===== config.mk =====
export PLATFORM = sky130hd
export DESIGN_NAME = three_bit_pulse_long_encoder_top_flat
export DESIGN_NICKNAME = d
export VERILOG_FILES = /design/src/rtl/core/tbple_pkg.sv /design/src/rtl/core/tbple_if.sv /design/src/rtl/core/three_bit_pulse_long_encoder_top.sv /design/src/flat_wrapper.sv
export SDC_FILE = /design/constraint.sdc
export NUM_CORES = 1
export LEC_CHECK = 0
export BUFFER_PORTS_ARGS = -buffer_cell sky130_fd_sc_hd__buf_2
export CAP_MARGIN = 30
export CORE_MARGIN = 2
export CORE_UTILIZATION = 52
export DETAILED_ROUTE_END_ITERATION = 6
export PLACE_DENSITY = 0.76
export SYNTH_ARGS = -nofsm -noshare
export SYNTH_HDL_FRONTEND = slang
export SYNTH_SLANG_ARGS = --single-unit

===== constraint.sdc =====
create_clock -name clk -period 6.1 [get_ports clk]
set_input_delay 1.22 -clock clk [delete_from_list [all_inputs] [get_ports clk]]
set_output_delay 1.22 -clock clk [all_outputs]
set_load 0.005 [all_outputs]

===== src/rtl/core/tbple_pkg.sv =====
`timescale 1ns / 1ps
// ----------------------------------------------------------------------------
// tbple_pkg: shared types and constants of the three-bit pulse encoder
// Sequencer states, register indexes, byte constants and idle clamping.
// ----------------------------------------------------------------------------
package tbple_pkg;

  // Sequencer states
  typedef enum logic [1:0] {
    S_IDLE,
    S_BITS,
    S_FLUSH,
    S_FINAL
  } state_t;

  // Configuration register indexes
  localparam logic REG_INTRA = 1'b0;
  localparam logic REG_INTER = 1'b1;

  // Register reset values
  localparam logic [3:0] INTRA_RESET = 4'd1;
  localparam logic [3:0] INTER_RESET = 4'd2;

  // Line positions of one UART frame: start bit plus eight data bits, stop at 10
  localparam logic [3:0] POS_LIMIT   = 4'd10;
  localparam logic [7:0] BYTE_EMPTY  = 8'hFF;
  localparam logic [7:0] START_LOW   = 8'hFE;

  // Idle count saturates to 1..8 so every pulse fits in one frame
  function automatic logic [3:0] clamp_idle(input logic [3:0] v);
    logic [3:0] r;
    r = v;
    if (v == 4'd0) r = 4'd1;
    else if (v > 4'd8) r = 4'd8;
    return r;
  endfunction

endpackage


===== src/rtl/core/tbple_if.sv =====
`timescale 1ns / 1ps
// ----------------------------------------------------------------------------
// tbple channel interfaces
// Valid/ready channels for input longs and for encoded frame bytes.
// ----------------------------------------------------------------------------
interface tbple_in_if #(
  parameter int WORD_BITS = 32
);
  logic                 valid;
  logic                 ready;
  logic [WORD_BITS-1:0] long_value;
  logic                 flush;

  modport source (output valid, output long_value, output flush, input ready);
  modport sink   (input valid, input long_value, input flush, output ready);
endinterface

interface tbple_out_if;
  logic       valid;
  logic       ready;
  logic [7:0] frame_byte_out;
  logic       last_of_run;

  modport source (output valid, output frame_byte_out, output last_of_run, input ready);
  modport sink   (input valid, input frame_byte_out, input last_of_run, output ready);
endinterface


===== src/rtl/core/three_bit_pulse_long_encoder_top.sv =====
`timescale 1ns / 1ps
// ----------------------------------------------------------------------------
// three_bit_pulse_long_encoder_top: serial pulse encoder for words
// Encodes each input word LSB first as low pulses packed into UART bytes.
// ----------------------------------------------------------------------------
// Usage:
//   item   : one word per handshake, long_value plus a flush flag.
//   result : encoded frame bytes; last_of_run marks the final byte of a word.
//   cfg    : cfg_we/cfg_index/cfg_data write the intra (0) and inter (1)
//            idle counts; write only while the encoder is idle.
// Timing:
//   One bit of the word is placed per cycle by a shift register unless the
//   output stalls, then the flush state and the release of the held byte
//   follow; item.ready is high only in idle, so a new word is taken only
//   once the previous one has been released.
//   Each produced byte is held back one slot so its last flag is known.
// Stalls:
//   When the output register holds a byte, result.ready is low and a byte
//   must move to the output register, the sequencer pauses; nothing is dropped.
// Reset:
//   rst clears the sequencer, empties the frame under construction and sets
//   the idle counts to 1 (intra) and 2 (inter).
// ----------------------------------------------------------------------------
module three_bit_pulse_long_encoder_top #(
  parameter int WORD_BITS = 32
) (
  input  logic       clk,
  input  logic       rst,
  input  logic       cfg_we,
  input  logic [0:0] cfg_index,
  input  logic [3:0] cfg_data,
  tbple_in_if.sink   item,
  tbple_out_if.source result
);

  localparam int CntW = $clog2(WORD_BITS);
  localparam logic [CntW-1:0] LastBit = CntW'(WORD_BITS - 1);

  tbple_pkg::state_t state, state_next;

  logic [WORD_BITS-1:0] shreg, shreg_next;
  logic [CntW-1:0]      cnt, cnt_next;
  logic                 flush_r, flush_r_next;
  logic [3:0]           bit_pos, bit_pos_next;
  logic [7:0]           pend, pend_next;
  logic                 h_valid, h_valid_next;
  logic [7:0]           h_byte, h_byte_next;
  logic                 o_valid, o_valid_next;
  logic [7:0]           o_byte, o_byte_next;
  logic                 o_last, o_last_next;
  logic [3:0]           intra, inter;

  // Bit placement signals
  logic       cur_bit, last_bit;
  logic [3:0] idle;
  logic [1:0] plen;
  logic       emit_a, emit_b, emit, fits;
  logic [3:0] bp1;
  logic [4:0] need;
  logic [7:0] pmask;
  logic [3:0] place_bp;
  logic [7:0] place_pend;
  logic       flush_emit;
  logic       o_free, go;

  // Configuration registers
  always_ff @(posedge clk) begin
    if (rst) begin
      intra <= tbple_pkg::INTRA_RESET;
      inter <= tbple_pkg::INTER_RESET;
    end else if (cfg_we) begin
      unique case (cfg_index)
        tbple_pkg::REG_INTRA: intra <= cfg_data;
        tbple_pkg::REG_INTER: inter <= cfg_data;
        default: ;
      endcase
    end
  end

  // Place the current bit into the frame under construction
  always_comb begin
    cur_bit  = shreg[0];
    last_bit = (cnt == LastBit);
    idle     = last_bit ? tbple_pkg::clamp_idle(inter) : tbple_pkg::clamp_idle(intra);
    plen     = cur_bit ? 2'd1 : 2'd2;
    emit_a   = (bit_pos >= tbple_pkg::POS_LIMIT);
    bp1      = emit_a ? 4'd0 : bit_pos;
    need     = {1'b0, bp1} + 5'(plen) + 5'(idle);
    fits     = (bp1 != 4'd0) && (need <= 5'(tbple_pkg::POS_LIMIT));
    emit_b   = (bp1 != 4'd0) && !fits;
    emit     = emit_a || emit_b;
    pmask    = (cur_bit ? 8'h01 : 8'h03) << 3'(bp1 - 4'd1);
    if (fits) begin
      place_bp   = need[3:0];
      place_pend = pend & ~pmask;
    end else begin
      // fresh frame: the start bit is the pulse
      place_bp   = 4'(plen) + idle;
      place_pend = cur_bit ? tbple_pkg::BYTE_EMPTY : tbple_pkg::START_LOW;
    end
  end

  // Progress condition per state
  always_comb begin
    o_free     = !o_valid || result.ready;
    flush_emit = flush_r && (bit_pos != 4'd0);
    unique case (state)
      tbple_pkg::S_BITS:  go = !(emit && h_valid) || o_free;
      tbple_pkg::S_FLUSH: go = !(flush_emit && h_valid) || o_free;
      tbple_pkg::S_FINAL: go = !h_valid || o_free;
      default:            go = 1'b1;
    endcase
  end

  // Next state
  always_comb begin
    state_next = state;
    unique case (state)
      tbple_pkg::S_IDLE:  if (item.valid) state_next = tbple_pkg::S_BITS;
      tbple_pkg::S_BITS:  if (go && last_bit) state_next = tbple_pkg::S_FLUSH;
      tbple_pkg::S_FLUSH: if (go) state_next = tbple_pkg::S_FINAL;
      tbple_pkg::S_FINAL: if (go) state_next = tbple_pkg::S_IDLE;
      default:            state_next = tbple_pkg::S_IDLE;
    endcase
  end

  // Datapath next values
  always_comb begin
    shreg_next   = shreg;
    cnt_next     = cnt;
    flush_r_next = flush_r;
    bit_pos_next = bit_pos;
    pend_next    = pend;
    h_valid_next = h_valid;
    h_byte_next  = h_byte;
    o_valid_next = o_valid && !result.ready;
    o_byte_next  = o_byte;
    o_last_next  = o_last;
    unique case (state)
      tbple_pkg::S_IDLE: begin
        if (item.valid) begin
          shreg_next   = item.long_value;
          flush_r_next = item.flush;
          cnt_next     = '0;
        end
      end
      tbple_pkg::S_BITS: begin
        if (go) begin
          shreg_next   = shreg >> 1;
          cnt_next     = cnt + CntW'(1);
          bit_pos_next = place_bp;
          pend_next    = place_pend;
          if (emit) begin
            // older held byte goes out, new one waits for its last flag
            if (h_valid) begin
              o_valid_next = 1'b1;
              o_byte_next  = h_byte;
              o_last_next  = 1'b0;
            end
            h_valid_next = 1'b1;
            h_byte_next  = pend;
          end
        end
      end
      tbple_pkg::S_FLUSH: begin
        if (go && flush_emit) begin
          if (h_valid) begin
            o_valid_next = 1'b1;
            o_byte_next  = h_byte;
            o_last_next  = 1'b0;
          end
          h_valid_next = 1'b1;
          h_byte_next  = pend;
          bit_pos_next = 4'd0;
          pend_next    = tbple_pkg::BYTE_EMPTY;
        end
      end
      tbple_pkg::S_FINAL: begin
        if (go && h_valid) begin
          o_valid_next = 1'b1;
          o_byte_next  = h_byte;
          o_last_next  = 1'b1;
          h_valid_next = 1'b0;
        end
      end
      default: ;
    endcase
  end

  // Registers
  always_ff @(posedge clk) begin
    if (rst) begin
      state   <= tbple_pkg::S_IDLE;
      bit_pos <= 4'd0;
      pend    <= tbple_pkg::BYTE_EMPTY;
      h_valid <= 1'b0;
      o_valid <= 1'b0;
    end else begin
      state   <= state_next;
      bit_pos <= bit_pos_next;
      pend    <= pend_next;
      h_valid <= h_valid_next;
      o_valid <= o_valid_next;
    end
    shreg   <= shreg_next;
    cnt     <= cnt_next;
    flush_r <= flush_r_next;
    h_byte  <= h_byte_next;
    o_byte  <= o_byte_next;
    o_last  <= o_last_next;
  end

  // Port drive
  assign item.ready            = (state == tbple_pkg::S_IDLE);
  assign result.valid          = o_valid;
  assign result.frame_byte_out = o_byte;
  assign result.last_of_run    = o_last;

  // Checks
  a_pos_range: assert property (@(posedge clk) disable iff (rst)
    bit_pos <= tbple_pkg::POS_LIMIT)
    else $error("line position beyond frame end");

  a_idle_no_held: assert property (@(posedge clk) disable iff (rst)
    state == tbple_pkg::S_IDLE |-> !h_valid)
    else $error("held byte left over between words");

  a_empty_frame: assert property (@(posedge clk) disable iff (rst)
    bit_pos == 4'd0 |-> pend == tbple_pkg::BYTE_EMPTY)
    else $error("empty frame carries pulses");

  a_last_from_final: assert property (@(posedge clk) disable iff (rst)
    !o_valid ##1 (o_valid && o_last) |-> $past(state) == tbple_pkg::S_FINAL)
    else $error("last flag set outside final release");

endmodule


===== src/flat_wrapper.sv =====
// flat-port wrapper written by rule: the top's interface ports become plain ports
module three_bit_pulse_long_encoder_top_flat 
#(
  parameter int WORD_BITS = 32
)
  (clk, rst, cfg_we, cfg_index, cfg_data, item_valid, item_long_value, item_flush, item_ready, result_valid, result_frame_byte_out, result_last_of_run, result_ready);
  tbple_in_if #(.WORD_BITS(WORD_BITS)) item_i ();
  tbple_out_if result_i ();
  input  logic clk;
  input  logic rst;
  input  logic cfg_we;
  input  logic [0:0] cfg_index;
  input  logic [3:0] cfg_data;
  input wire logic [$bits(item_i.valid)-1:0] item_valid;
  input wire logic [$bits(item_i.long_value)-1:0] item_long_value;
  input wire logic [$bits(item_i.flush)-1:0] item_flush;
  output wire logic [$bits(item_i.ready)-1:0] item_ready;
  output wire logic [$bits(result_i.valid)-1:0] result_valid;
  output wire logic [$bits(result_i.frame_byte_out)-1:0] result_frame_byte_out;
  output wire logic [$bits(result_i.last_of_run)-1:0] result_last_of_run;
  input wire logic [$bits(result_i.ready)-1:0] result_ready;
  assign item_i.valid = item_valid;
  assign item_i.long_value = item_long_value;
  assign item_i.flush = item_flush;
  assign item_ready = item_i.ready;
  assign result_valid = result_i.valid;
  assign result_frame_byte_out = result_i.frame_byte_out;
  assign result_last_of_run = result_i.last_of_run;
  assign result_i.ready = result_ready;
  three_bit_pulse_long_encoder_top #(.WORD_BITS(WORD_BITS)) u_core (.clk(clk), .rst(rst), .cfg_we(cfg_we), .cfg_index(cfg_index), .cfg_data(cfg_data), .item(item_i), .result(result_i));
endmodule

Word level (Yosys, flattened, before mapping)
Cells that the tools add are included.
- input port bits: 43
- output and inout port bits: 11
- word-level logic and storage cells: 130
- flip-flop bits (word level): 79
- bitwise gates (word level): 3
- eq/ne operators: 12
- $add $sub $neg: 5
- mux-type cells: 56
- reduce and logical (&&, ||, !) cells: 36
- $lt $le $gt $ge: 4
- shift-type cells: 1
- operators with widths (operator ; count):
    two-way mux 8 bit ; 11
    two-way mux 32 bit ; 2
    one-hot mux 32 bit (2 select lines) ; 1
    two-way mux 4 bit ; 9
    one-hot mux 8 bit (2 select lines) ; 2
    one-hot mux 8 bit (3 select lines) ; 1
    two-way mux 1 bit ; 15
    != test 2 x 1 -> 1 bit, second input constant ; 7
    two-way mux 2 bit ; 6
    one-hot mux 1 bit (3 select lines) ; 4
    two-way mux 5 bit ; 2
    one-hot mux 5 bit (2 select lines) ; 1
    logical AND 1 bit ; 9
    AND 8 bit ; 1
    greater-than comparator 4 bit, second input constant ; 2
    logical NOT 4 bit ; 2
    NOT 8 bit ; 1
    one-hot mux 2 bit (4 select lines) ; 1
    one-hot mux 4 bit (2 select lines) ; 1
    AND reduction 4 bit ; 2
    nonzero test 4 bit ; 2
    left shift 8 x 3 -> 8 bit ; 1
    logical NOT 1 bit ; 6
    AND reduction 2 bit ; 3
    18 further kinds ; 25

Logic depth before layout (Yosys ltp)
- depth in word-level cells: 17
- mapped depth: 19
- depth with buffers taken out: 17

Worst setup path before layout
No wires, ideal clock.
- path kind: flip-flop to flip-flop
- from: reg u_core.cnt[0]
- to: reg u_core.cnt[0], enable pin
- data required time: 5656 ps
- stages on the path, launching flop included: 18
- arrival time: 5290 ps
- setup slack: 366 ps
- path buffers: 1
- period minus slack after synthesis: 5734 ps
- library setup time: 444 ps
- cell sequence: edfxtp_1 -> ha_1 -> and3_1 -> ha_1 -> clkbuf_1 -> o21ai_0 -> inv_1 -> fa_1 -> inv_1 -> ha_1 -> inv_1 -> fa_1 -> inv_1 -> o21ai_0 -> o21ai_0 -> a31oi_1 -> mux2i_1 -> a21oi_1
- longest elaborated chain between the ends: 14
- ends and longest elaborated chain (element ; RTL line ; text):
    from (decl) ; three_bit_pulse_long_encoder_top.sv:42 ; logic [CntW-1:0] cnt, cnt_next;
    from (signal assigned) ; three_bit_pulse_long_encoder_top.sv:206 ; cnt <= cnt_next;
    equality test 5 bit ; three_bit_pulse_long_encoder_top.sv:83 ; last_bit = (cnt == LastBit);
    two-way mux 4 bit ; three_bit_pulse_long_encoder_top.sv:84 ; idle = last_bit ? tbple_pkg::clamp_idle(inter) : tbple_pkg::clamp_idle(intra);
    adder 5 x 4 -> 5 bit ; three_bit_pulse_long_encoder_top.sv:88 ; need = {1'b0, bp1} + 5'(plen) + 5'(idle);
    less-or-equal comparator 5 x 4 -> 1 bit ; three_bit_pulse_long_encoder_top.sv:89 ; fits = (bp1 != 4'd0) && (need <= 5'(tbple_pkg::POS_LIMIT));
    logical AND 1 bit ; three_bit_pulse_long_encoder_top.sv:89 ;
    logical NOT 1 bit ; three_bit_pulse_long_encoder_top.sv:90 ; emit_b = (bp1 != 4'd0) && !fits;
    logical AND 1 bit ; three_bit_pulse_long_encoder_top.sv:90 ;
    logical OR 1 bit ; three_bit_pulse_long_encoder_top.sv:91 ; emit = emit_a || emit_b;
    logical AND 1 bit ; three_bit_pulse_long_encoder_top.sv:108 ; tbple_pkg::S_BITS: go = !(emit && h_valid) || o_free;
    logical NOT 1 bit ; three_bit_pulse_long_encoder_top.sv:108 ;
    logical OR 1 bit ; three_bit_pulse_long_encoder_top.sv:108 ;
    one-hot mux 1 bit (3 select lines) ; three_bit_pulse_long_encoder_top.sv:107 ; unique case (state)
    != test 2 x 1 -> 1 bit (no source line) ; - ;
    AND reduction 3 bit (no source line) ; - ;
Every way passes these cells.
A chain may end at the register's enable or synchronous reset.

Worst setup path after layout
- from: reg u_core.cnt[0]
- to: reg u_core.shreg[4], enable pin
- longest elaborated chain between the ends: 14
- ends and longest elaborated chain (element ; RTL line ; text):
    equality test 5 bit ; three_bit_pulse_long_encoder_top.sv:83 ;
    two-way mux 4 bit ; three_bit_pulse_long_encoder_top.sv:84 ;
    adder 5 x 4 -> 5 bit ; three_bit_pulse_long_encoder_top.sv:88 ;
    less-or-equal comparator 5 x 4 -> 1 bit ; three_bit_pulse_long_encoder_top.sv:89 ;
    logical AND 1 bit ; three_bit_pulse_long_encoder_top.sv:89 ;
    logical NOT 1 bit ; three_bit_pulse_long_encoder_top.sv:90 ;
    logical AND 1 bit ; three_bit_pulse_long_encoder_top.sv:90 ;
    logical OR 1 bit ; three_bit_pulse_long_encoder_top.sv:91 ;
    logical AND 1 bit ; three_bit_pulse_long_encoder_top.sv:108 ;
    logical NOT 1 bit ; three_bit_pulse_long_encoder_top.sv:108 ;
    logical OR 1 bit ; three_bit_pulse_long_encoder_top.sv:108 ;
    one-hot mux 1 bit (3 select lines) ; three_bit_pulse_long_encoder_top.sv:107 ;
    != test 2 x 1 -> 1 bit (no source line) ; - ;
    AND reduction 3 bit (no source line) ; - ;
    to (signal assigned) ; three_bit_pulse_long_encoder_top.sv:205 ; shreg <= shreg_next;
    to (decl) ; three_bit_pulse_long_encoder_top.sv:41 ; logic [WORD_BITS-1:0] shreg, shreg_next;
Every way passes these cells.

==> results.cfg <==
[sta]
tightest_slew_ns = 0.903
slew_headroom_pct = 39.8
finalSetupViolations = 0
rsz0062_at_grt = false
fin_setup_tns_ns = 0
hold_viol = 0
finalHoldWorstSlack_ns = 0.426
setup_ws_ns = 1.17
skew_ns = 0.0103
period_needed_ns = 4.93
max_freq_mhz = 203
slew_viol_final = 0
final.period_utilization_pct = 80.9

[critical_path]
endpoint_kind = flop
cp.depth = 17
crit_top_cell = inv_1
reg2regPathDepth = 17
r2r-start = u_core.cnt[0]
critical_path.startpoint = u_core.cnt[0]
start_kind = flop
crit_family = adder cells
cp_slowest_stage_delay_ns = 0.47
worst_r2r_endpoint = u_core.shreg[4]
worst_ep_arrival_time_ns = 4.95
crit_path_cell_trace = ha_1 > and3_1 > ha_1 > o21ai_0 > inv_1 > fa_1 > inv_1 > ha_1 > inv_1 > fa_1 > inv_1 > o21ai_0 > o21ai_0 > a31oi_1 > mux2i_1 > a21oi_4 > buf_4
ff2ff_setup_slack_ns = 1.17
slowest_stage = fa_1
critical_path_class = reg2reg
critPathBufInv = 5
cp.required_ns = 6.11
cp_max_fo = 30
crit_end = u_core.shreg[4]

[logic_synthesis]
synth_compound_area_share_pct = 11.3
synth_ff_type = edfxtp_1
synth_edf_count = 55
ys_warn_count = 0
async_reset_ff_share_pct = 0
synth_cells = 322
yosys.area_share.simple_pct = 10.2
syn_nets = 387
synth_top_family_by_area = multiplexers
syn_area_um2 = 3910
synthAdderAreaFrac_pct = 7.81
synthXorXnorAreaFrac_pct = 1.34
ys_types = 49
muxShareOfSynthArea_pct = 11.3
ys_seq_area_share_pct = 54.6
syn_area_per_cell_um2 = 12.1
synth_seq_cells = 79

[layout]
area_growth_syn_to_layout_pct = 14.0
final_cell_mix = 55 x edfxtp_1, 53 x buf_2, 32 x mux2_2
fin_nets = 439
multiInputGateArea_um2 = 1650
n_fill_cell = 612
layout_commonest_cell = edfxtp_1
fin_cells = 478
drive_above_1_share_pct = 29.8
antennaDiodeCount = 0
regArea_um2 = 2130

[detailed_routing]
wl_per_cell_um = 14.1
drtAntennaViolNets = 0
wl_um = 6760
drc = 0
drtIter0Drc = 168
via_per_inst = 5.36
dr.pass1.iters = 4
vias = 2562

[grt]
antenna_found_initial = 0
grtUsageTotal_pct = 17.5
grt_pass1_vias = 2454
grt_overflow = 0
grt_max_degree = 43
grt_pass1_wl_um = 11500

[placement]
dp_cells = 462
gp_congestion = 0.896
pre_cts_slack_ns = 1.19
dp_hpwl_um = 4820
port_buffers = 53

[pwr]
power.density_nw_per_um2 = 504
power_leakage_uw = 0.00175
peakVddDrop_v = 0.000303

[floorplan]
row_count = 31
initial_core_util_pct = 53.9
core-area_um2 = 7250
die_w_um = 90.7
die_area_um2 = 8220
io_pins = 54
die_height_um = 90.7

[clock_tree]
cts_tree = done
cts_buffers = 9
root_buffer = clkbuf_8
cts.repair.resized = 0
cts.path.max_buffers = 2
ctsHoldBuffers = 0
clkTransAtPathRegs_ns = 0.08
cts-htree-levels = 3
cts_setup_buffers = 0
clk_latency_ns = 0.35
clock-sinks = 79

[job]
drv_cap = 0

[status]
status = completed

[min_path]
min_path_type = reg2reg
==> worst min-delay path by stage <==
stage	slack (ns)	from	end	cells past startpoint
after global routing	0.44	u_core.h_byte[3]	u_core.result.frame_byte_out[3]	0
after global placement	0.40	u_core.h_byte[6]	u_core.result.frame_byte_out[6]	0
after floorplan	0.40	u_core.h_byte[0]	u_core.result.frame_byte_out[0]	0
after detailed placement	0.41	u_core.h_byte[5]	u_core.result.frame_byte_out[5]	0
final	0.43	u_core.h_byte[5]	u_core.result.frame_byte_out[5]	0
after CTS	0.43	u_core.h_byte[5]	u_core.result.frame_byte_out[5]	0
==> power breakdown <==
| group | total [uW] | switching (uW) | internal (uW) |
|---|---|---|---|
| Clock | 368 | 203 | 164 |
| Sequential | 949 | 96.6 | 853 |
| Combinational | 928 | 542 | 385 |
==> layout make-up <==
| class | instances | share of cell area, % |
|---|---|---|
| flip-flops and latches | 79 | 47.9 |
| multi-input cells | 207 | 37.0 |
| repair buffers | 54 | 6.12 |
| clock buffers | 10 | 3.09 |
| well taps | 99 | 2.78 |
| inverters | 23 | 1.94 |
| clock inverters | 6 | 1.18 |
==> kinds of logic after synthesis <==
logic type	Yosys count
and+or+nand+nor	79
AOI/OAI and AO/OA	60
buffers and inverters	36
adders and majority gates	22
xor gates and xnor gates	6
DFF	79
muxes	40
==> worst reg2reg max path: cells and delay by family (launching register included) <==
family / cells / cell delay, ns
multiplexers: 1 / 0.19
flip-flops: 1 / 0.42
adder cells (fa/ha/maj): 5 / 1.57
AO/OA/AOI/OAI: 5 / 1.52
buffers and inverters: 5 / 0.71
AND/OR/NAND/NOR: 1 / 0.18
==> metal layers <==
layer  GRT usage [%]  part of all wire, %  vias up
met2            28.4                   47       57
met3            4.42                  4.9        6
met1            23.0                   47     1226
li1                -                    -     1273
met5               0                    0        -
met4            5.38                  1.0        0
==> registers in the layout (all words and copies together), names as in the netlist, 4 cells and up <==
signal / flops
u_core.h_byte: 8
u_core.pend: 8
u_core.intra: 4
u_core.shreg: 32
u_core.cnt: 5
u_core.result.frame_byte_out: 8
u_core.bit_pos: 4
u_core.inter: 4
==> cell usage after synthesis, drive strengths merged, types with 6 or more instances <==
library cell | number | area (um^2)
mux2i | 8 | 80.1
clkbuf | 10 | 38.8
inv | 23 | 86.3
ha | 18 | 225
nand2 | 22 | 82.6
a21oi | 15 | 82.6
nor2 | 22 | 82.6
o21ai | 13 | 65.1
mux2 | 32 | 360
nand3 | 6 | 30.0
dfxtp | 24 | 480
nand2b | 9 | 56.3
edfxtp | 55 | 1650
==> per-stage QoR <==
| stage | utilization (%) | instance area [um^2] | total power, uW |
|---|---|---|---|
| 2_1_floorplan | - | 3910 | 1670 |
| 3_3_place_gp | 58.8 | 4260 | 1860 |
| 3_5_place_dp | 58.8 | 4260 | 1890 |
| 6_report | 61.4 | 4450 | 2240 |
| 4_1_cts | 61.4 | 4450 | 2270 |
| 5_1_grt | 61.4 | 4450 | 2410 |
(Power assumes the default switching activity.)
